### config.mk
export PLATFORM = sky130hd
export DESIGN_NAME = ordered_list_with_delete_by_value
export DESIGN_NICKNAME = d
export VERILOG_FILES = /design/src/olwd_pkg.sv /design/src/ordered_list_with_delete_by_value.sv /design/src/olwd_cell.sv
export SDC_FILE = /design/constraint.sdc
export NUM_CORES = 2
export LEC_CHECK = 0
export BUFFER_PORTS_ARGS = -buffer_cell sky130_fd_sc_hd__buf_2
export CAP_MARGIN = 20
export CORE_MARGIN = 4
export CORE_UTILIZATION = 55
export CTS_BUF_LIST = sky130_fd_sc_hd__clkbuf_8
export DETAILED_ROUTE_END_ITERATION = 8
export PLACE_DENSITY = 0.8
export SYNTH_ARGS = -nofsm -noshare
export SYNTH_HDL_FRONTEND = slang
export SYNTH_SLANG_ARGS = --single-unit
export TNS_END_PERCENT = 20
### constraint.sdc
create_clock -name clk_i -period 4.8 [get_ports clk_i]
set_input_delay 0.24 -clock clk_i [delete_from_list [all_inputs] [get_ports clk_i]]
set_output_delay 0.24 -clock clk_i [all_outputs]
set_load 0.05 [all_outputs]
### src/olwd_pkg.sv
// Shared types and constants for the ordered value list.
`default_nettype none
package olwd_pkg;

  localparam int unsigned DEPTH  = 16;
  localparam int unsigned CNT_W  = $clog2(DEPTH + 1);
  localparam int unsigned DATA_W = 32;

  typedef enum logic [1:0] {
    MODE_ADD  = 2'd0,
    MODE_DEL  = 2'd1,
    MODE_SHOW = 2'd2,
    MODE_NOP  = 2'd3
  } mode_e;

  typedef enum logic [1:0] {
    STATUS_OK       = 2'd0,
    STATUS_FULL     = 2'd1,
    STATUS_NOTFOUND = 2'd2,
    STATUS_EMPTY    = 2'd3
  } status_e;

  typedef enum logic [2:0] {
    OP_HOLD,
    OP_PUSH,
    OP_APPEND,
    OP_DELETE,
    OP_ROTATE
  } cell_op_e;

  typedef enum logic {
    CS_IDLE,
    CS_SHOW
  } ctrl_state_e;

  typedef struct packed {
    cell_op_e                 op;
    logic signed [DATA_W-1:0] value;
  } cell_ctrl_t;

endpackage
`default_nettype wire

### src/ordered_list_with_delete_by_value.sv
// Top level: control, result register and the chain of list slots.
`default_nettype none
// Ordered list of up to DEPTH signed 32-bit values held in a chain of slots.
// Add (front in stack mode, back otherwise), delete of the first matching
// value and the unused mode each give one result. A show of n entries gives
// n results, one result per cycle while the output is not stalled: the chain
// rotates one slot per cycle and the front slot is sent out, leaving the list
// in its original order. Requests are held off while a show runs or a result
// waits on a stalled output.
module ordered_list_with_delete_by_value
  import olwd_pkg::*;
(
  input  wire logic                     clk_i,
  input  wire logic                     rst_ni,
  input  wire logic                     cfg_we_i,
  input  wire logic                     cfg_wdata_i,
  input  wire logic                     in_valid_i,
  output logic                          in_stall_o,
  input  wire logic [1:0]               mode_i,
  input  wire logic signed [DATA_W-1:0] value_i,
  output logic                          out_valid_o,
  input  wire logic                     out_stall_i,
  output logic signed [DATA_W-1:0]      entry_value_o,
  output logic [1:0]                    status_o,
  output logic                          last_o
);

  ctrl_state_e state_q, state_d;
  logic        front_q;
  logic [CNT_W-1:0] cnt_q, cnt_d;
  logic [CNT_W-1:0] idx_q, idx_d;

  logic                     out_valid_q, out_valid_d;
  logic signed [DATA_W-1:0] out_val_q, out_val_d;
  status_e                  out_status_q, out_status_d;
  logic                     out_last_q, out_last_d;

  cell_ctrl_t               cell_ctrl;
  logic signed [DATA_W-1:0] val_w [DEPTH];
  logic [DEPTH-1:0]         vld_w;
  logic [DEPTH:0]           hit_w;

  logic  accept, out_free, full, empty, found, show_last;
  mode_e mode;

  assign mode      = mode_e'(mode_i);
  assign out_free  = !out_valid_q || !out_stall_i;
  assign in_stall_o = (state_q != CS_IDLE) || !out_free;
  assign accept    = in_valid_i && !in_stall_o;
  assign full      = vld_w[DEPTH-1];
  assign empty     = !vld_w[0];
  assign found     = hit_w[DEPTH];
  assign show_last = (CNT_W'(idx_q + 1'b1) == cnt_q);

  // slot chain
  assign hit_w[0] = 1'b0;
  for (genvar i = 0; i < DEPTH; i++) begin : g_cell
    logic signed [DATA_W-1:0] prev_val, next_val;
    logic                     prev_vld, next_vld;
    if (i == 0) begin : g_first
      assign prev_val = value_i;
      assign prev_vld = 1'b1;
    end else begin : g_mid
      assign prev_val = val_w[i-1];
      assign prev_vld = vld_w[i-1];
    end
    if (i == DEPTH - 1) begin : g_last
      assign next_val = '0;
      assign next_vld = 1'b0;
    end else begin : g_inner
      assign next_val = val_w[i+1];
      assign next_vld = vld_w[i+1];
    end
    olwd_cell u_cell (
      .clk_i      (clk_i),
      .rst_ni     (rst_ni),
      .ctrl_i     (cell_ctrl),
      .prev_val_i (prev_val),
      .prev_vld_i (prev_vld),
      .next_val_i (next_val),
      .next_vld_i (next_vld),
      .head_val_i (val_w[0]),
      .hit_i      (hit_w[i]),
      .hit_o      (hit_w[i+1]),
      .val_o      (val_w[i]),
      .vld_o      (vld_w[i])
    );
  end

  // next state
  always_comb begin
    state_d = state_q;
    unique case (state_q)
      CS_IDLE: if (accept && mode == MODE_SHOW && !empty) state_d = CS_SHOW;
      CS_SHOW: if (out_free && show_last) state_d = CS_IDLE;
      default: state_d = CS_IDLE;
    endcase
  end

  // datapath control
  always_comb begin
    cell_ctrl.op    = OP_HOLD;
    cell_ctrl.value = value_i;
    cnt_d           = cnt_q;
    idx_d           = idx_q;
    out_valid_d     = out_valid_q && out_stall_i;
    out_val_d       = out_val_q;
    out_status_d    = out_status_q;
    out_last_d      = out_last_q;
    unique case (state_q)
      CS_IDLE: begin
        if (accept) begin
          out_val_d    = '0;
          out_status_d = STATUS_OK;
          out_last_d   = 1'b1;
          unique case (mode)
            MODE_ADD: begin
              out_valid_d = 1'b1;
              if (full) begin
                out_status_d = STATUS_FULL;
              end else begin
                cell_ctrl.op = front_q ? OP_PUSH : OP_APPEND;
                cnt_d        = CNT_W'(cnt_q + 1'b1);
              end
            end
            MODE_DEL: begin
              out_valid_d = 1'b1;
              if (found) begin
                cell_ctrl.op = OP_DELETE;
                cnt_d        = CNT_W'(cnt_q - 1'b1);
              end else begin
                out_status_d = STATUS_NOTFOUND;
              end
            end
            MODE_SHOW: begin
              idx_d = '0;
              if (empty) begin
                out_valid_d  = 1'b1;
                out_status_d = STATUS_EMPTY;
              end
            end
            MODE_NOP: out_valid_d = 1'b1;
            default: out_valid_d = 1'b1;
          endcase
        end
      end
      CS_SHOW: begin
        if (out_free) begin
          cell_ctrl.op = OP_ROTATE;
          out_valid_d  = 1'b1;
          out_val_d    = val_w[0];
          out_status_d = STATUS_OK;
          out_last_d   = show_last;
          idx_d        = CNT_W'(idx_q + 1'b1);
        end
      end
      default: begin
      end
    endcase
  end

  always_ff @(posedge clk_i or negedge rst_ni) begin
    if (!rst_ni) begin
      state_q     <= CS_IDLE;
      front_q     <= 1'b0;
      cnt_q       <= '0;
      idx_q       <= '0;
      out_valid_q <= 1'b0;
    end else begin
      state_q     <= state_d;
      cnt_q       <= cnt_d;
      idx_q       <= idx_d;
      out_valid_q <= out_valid_d;
      if (cfg_we_i) front_q <= cfg_wdata_i;
    end
  end

  always_ff @(posedge clk_i) begin
    out_val_q    <= out_val_d;
    out_status_q <= out_status_d;
    out_last_q   <= out_last_d;
  end

  assign out_valid_o   = out_valid_q;
  assign entry_value_o = out_val_q;
  assign status_o      = out_status_q;
  assign last_o        = out_last_q;

`ifndef SYNTHESIS
  // occupied slots form a contiguous run from the front
  a_vld_contig: assert property (@(posedge clk_i) disable iff (!rst_ni)
    ((vld_w >> 1) & ~vld_w) == '0)
    else $error("list slots not contiguous");

  // entry counter tracks the slot chain
  a_full_cnt: assert property (@(posedge clk_i) disable iff (!rst_ni)
    vld_w[DEPTH-1] == (cnt_q == CNT_W'(DEPTH)))
    else $error("entry count disagrees with full slot");

  // a show never runs on an empty list nor past its end
  a_show_range: assert property (@(posedge clk_i) disable iff (!rst_ni)
    state_q == CS_SHOW |-> (cnt_q != '0) && (idx_q < cnt_q))
    else $error("show index out of range");
`endif

endmodule
`default_nettype wire

### src/olwd_cell.sv
// One list slot: holds a value and its valid bit, shifts with its neighbors.
`default_nettype none
module olwd_cell
  import olwd_pkg::*;
(
  input  wire logic                     clk_i,
  input  wire logic                     rst_ni,
  input  wire cell_ctrl_t               ctrl_i,
  input  wire logic signed [DATA_W-1:0] prev_val_i,
  input  wire logic                     prev_vld_i,
  input  wire logic signed [DATA_W-1:0] next_val_i,
  input  wire logic                     next_vld_i,
  input  wire logic signed [DATA_W-1:0] head_val_i,
  input  wire logic                     hit_i,
  output logic                          hit_o,
  output logic signed [DATA_W-1:0]      val_o,
  output logic                          vld_o
);

  logic signed [DATA_W-1:0] val_q, val_d;
  logic                     vld_q, vld_d;
  logic                     match;

  assign match = vld_q && (val_q == ctrl_i.value);
  assign hit_o = hit_i | match;

  always_comb begin
    val_d = val_q;
    vld_d = vld_q;
    unique case (ctrl_i.op)
      OP_HOLD: begin
      end
      OP_PUSH: begin
        val_d = prev_val_i;
        vld_d = prev_vld_i;
      end
      OP_APPEND: begin
        // first empty slot takes the value
        if (!vld_q && prev_vld_i) begin
          val_d = ctrl_i.value;
          vld_d = 1'b1;
        end
      end
      OP_DELETE: begin
        // this slot and all after the first match close up
        if (hit_o) begin
          val_d = next_val_i;
          vld_d = next_vld_i;
        end
      end
      OP_ROTATE: begin
        // last occupied slot wraps to the front value
        if (vld_q) begin
          val_d = next_vld_i ? next_val_i : head_val_i;
        end
      end
      default: begin
      end
    endcase
  end

  always_ff @(posedge clk_i or negedge rst_ni) begin
    if (!rst_ni) begin
      vld_q <= 1'b0;
    end else begin
      vld_q <= vld_d;
    end
  end

  always_ff @(posedge clk_i) begin
    val_q <= val_d;
  end

  assign val_o = val_q;
  assign vld_o = vld_q;

endmodule
`default_nettype wire

==> flow_metrics.env <==
export IMPL_dieArea_um2=68500
export IMPL_grt_first_pass_wirelength_um=196600
export IMPL_design_core_area_um2=63430
export IMPL_dieHeight_um=261.7
export IMPL_synth_edf_count=547
export IMPL_hold_start="mode_i[1]"
export IMPL_powerDensity_nw_per_um2=537.6
export IMPL_ir_drop_v=0.0002387
export IMPL_drtAntennaViolNets=0
export IMPL_slowest_delay_ps=510
export IMPL_ctsHtreeMaxLevel=3
export IMPL_min_path_type="in2reg"
export IMPL_syn_num_nets=3397
export IMPL_path_max_fanout=46
export IMPL_synth_flop_cell="edfxtp_1"
export IMPL_fin_skew_ps=35.57
export IMPL_synthCells=3352
export IMPL_drive_gt1_share_pct=16.33
export IMPL_synthesis_area_um2=35410
export IMPL_drt_wl_total_um=136000
export IMPL_drt_first_iter_violations=6002
export IMPL_final_max_slew_viol_count=0
export IMPL_async_reset_ff_share_pct=5.035
export IMPL_rows=92
export IMPL_cts_tree="built"
export IMPL_viasPerCell=7.158
export IMPL_post_place_cells=4054
export IMPL_grt_max_degree=77
export IMPL_detail_route_first_pass_iterations=8
export IMPL_fill_cells=5319
export IMPL_crit_family="simple AND/OR/NAND/NOR gates"
export IMPL_power_uw=20730
export IMPL_num_nets_final=3366
export IMPL_cp_buffers_inverters=2
export IMPL_antenna_found_initial=2
export IMPL_path_class="reg2reg"
export IMPL_cts_resized=0
export IMPL_final_area_um2=38550
export IMPL_fin_crit_ps=4334
export IMPL_required_ps=5260
export IMPL_endpoint_kind="register"
export IMPL_max_freq_mhz=230.7
export IMPL_dp_hpwl_um=96230
export IMPL_vias=30434
export IMPL_wl_met1_um=48120
export IMPL_leakage_uw=0.01330
export IMPL_placed_area_um2=36680
export IMPL_startpoint="g_cell[5].u_cell.val_o[3]"
export IMPL_clk_path_buf_depth=3
export IMPL_yosysWarnings=0
export IMPL_synthToLayoutAreaGrowth_pct=8.891
export IMPL_crit_arrival_ps=4790
export IMPL_top_layer="met4"
export IMPL_wl_per_cell_um=31.99
export IMPL_drcViolationCount=0
export IMPL_seq_area_frac_synth_pct=48.44
export IMPL_die_x_um=261.7
export IMPL_status="finished clean"
export IMPL_setup_viol=0
export IMPL_rsz0062_at_grt="no"
export IMPL_syn_area_per_cell_um2=10.56
export IMPL_wl_met2_um=56070
export IMPL_startpoint_type="register"
export IMPL_clk_pin_slew_worst_paths_ps=70
export IMPL_path_cells="xnor2_1, nand4_1, nor4_1, nand4_1, o2111ai_2, or4_1, a21boi_4, buf_12, buf_4, a221oi_1, nand2_1"
export IMPL_track_usage_pct=38.94
export IMPL_relSlewSlack_pct=28.93
export IMPL_ys_ff_latch=576
export IMPL_first_global_vias=28391
export IMPL_root_buffer="clkbuf_8"
export IMPL_pin_count=77
export IMPL_final_cells=4252
export IMPL_place_gp_congestion=0.9983
export IMPL_insertion_delay_ps=730
export IMPL_hold_viol_final=0
export IMPL_dr_wl_met3_um=18960
export IMPL_slowest_stage="xnor2_1"
export IMPL_cts_sinks=576
export IMPL_start_util_pct=55.82
export IMPL_numPortBuffers=76
export IMPL_max_cap_violations=0
export IMPL_finalCritPeriodShare_pct=90.30
export IMPL_r2r_start="g_cell[5].u_cell.val_o[3]"
export IMPL_crit_top_cell="nand4_1"
export IMPL_grt_ovfl_total=0
export IMPL_ys_types=61
export IMPL_numCtsBuffers=100
export IMPL_worstMarginPinSlew_ps=1066
-- logic make-up after synthesis --
logic type      synth area share (%)
xor+xnor                       12.96
fa+ha+maj                     0.1979
buf+inv                        5.364
flops                          48.44
compound gates                 20.33
simple gates                   11.63
mux                            1.081
-- routing by layer --
| metal | vias up | track usage, % |
|---|---|---|
| met3 | 563 | 7.931 |
| met5 | - | 0 |
| met2 | 2899 | 55.23 |
| met1 | 14435 | 53.05 |
| li1 | 12537 | - |
| met4 | 0 | 28.47 |
-- power by group --
group          switching (µW)  internal [µW]  leakage (µW)
Combinational            4810           2710       0.00675
Sequential               1450           7580       0.00555
Clock                    2190           1990       0.00100
Total                    8450          12300        0.0133
-- state kept, by name, summed over array words and instances (netlist names) --
signal / cells
entry_value_o: 32
g_cell.u_cell.val_o: 512
front_q: 1
idx_q: 5
last_o: 1
state_q: 1
g_cell.u_cell.vld_o: 16
status_o: 2
out_valid_o: 1
cnt_q: 5
-- stage by stage --
stage               setup slack, ps  util, %  hold WS, ps  TNS [ps]
floorplan                    -459.8        -       -55.59   -109840
global placement              457.8    57.83        322.5         0
detailed placement            399.0    57.83        324.7         0
CTS                           652.4    60.78        6.854         0
global route                  451.2    60.78        73.83         0
finish                        465.8    60.79        46.67         0
-- worst reg2reg max path: stages, from the launching register on --
cell and delay, ps:
edfxtp_1 500, xnor2_1 510, nand4_1 420, nor4_1 380
nand4_1 150, o2111ai_2 460, or4_1 490, a21boi_4 140
buf_12 210, buf_4 330, a221oi_1 370, nand2_1 110
-- cells in the mapped netlist (2+ instances only) --
cell	instances	share of area, %
nor4_1	65	1.1
xor2_1	249	6.2
o22ai_1	10	0.18
nand3_1	35	0.49
and2_1	59	1.0
a2bb2oi_1	2	0.049
nand2b_1	4	0.071
nand4_1	77	1.4
nor2_1	246	2.6
o22ai_2	3	0.11
edfxtp_1	547	46
o22a_1	3	0.074
clkbuf_1	170	1.8
buf_1	51	0.54
nor3b_1	4	0.085
buf_6	19	0.60
and3_1	2	0.035
a32oi_1	2	0.049
dfrtp_1	29	2.0
a21oi_1	298	4.2
o31ai_1	2	0.042
inv_1	22	0.23
a31oi_1	3	0.053
o211ai_1	2	0.042
o21ai_0	138	2.0
o21ai_1	10	0.14
buf_2	60	0.85
or4_1	6	0.13
nor3_1	24	0.34
a221oi_1	183	4.5
xnor2_1	275	6.8
a221oi_2	129	5.5
mux2_2	34	1.1
o21ai_2	2	0.049
a22oi_1	3	0.064
a221o_1	100	2.8
a22o_1	2	0.049
ha_1	4	0.14
nand2_1	387	4.1
a21o_1	5	0.11
buf_4	63	1.3
or3_1	4	0.071
-- final timing paths --
check	slack (ps)	depth (start not counted)	endpoint
setup / recovery	470	11	g_cell[14].u_cell.val_o[11]
hold / removal	50	5	g_cell[15].u_cell.vld_o
setup reg to reg	470	11	g_cell[14].u_cell.val_o[11]
hold reg to reg	500	2	idx_q[4]
max in group asynchronous	4210	2	idx_q[2]
min in group asynchronous	100	2	g_cell[3].u_cell.vld_o
-- cell usage in the layout, fill, tap and decap left out, drive strengths merged, types with 5 or more instances in the layout --
| master | count |
|---|---|
| or4 | 6 |
| edfxtp | 547 |
| and2 | 59 |
| dfrtp | 29 |
| o21ai | 150 |
| o22ai | 13 |
| a221oi | 312 |
| clkinv | 51 |
| dlygate4sd3 | 11 |
| a21oi | 299 |
| nor4 | 66 |
| buf | 219 |
| inv | 51 |
| nor3 | 24 |
| nor2 | 246 |
| a21o | 5 |
| xnor2 | 275 |
| nand2 | 387 |
| nand4 | 78 |
| a221o | 100 |
| mux2 | 34 |
| clkbuf | 103 |
| nand3 | 35 |
| xor2 | 249 |
-- layout make-up --
| type | count | area [µm²] | area share [%] |
|---|---|---|---|
| diodes | 2 | 5.005 | 0.01298 |
| well taps | 846 | 1059 | 2.746 |
| multi-input cells | 2391 | 16570 | 42.98 |
| inverters | 22 | 82.58 | 0.2142 |
| flip-flops and latches | 576 | 17150 | 44.49 |
| clock inverters | 82 | 340.3 | 0.8827 |
| clock buffers | 103 | 1418 | 3.677 |
| repair buffers | 230 | 1927 | 4.998 |
-- repair_timing --
item / in CTS / in global routing
hold buffers: 11 / 0
endpoints found under the hold margin: 34 / 0
setup buffers: 0 / 0
Note: power is estimated with default switching activity, not from simulation.
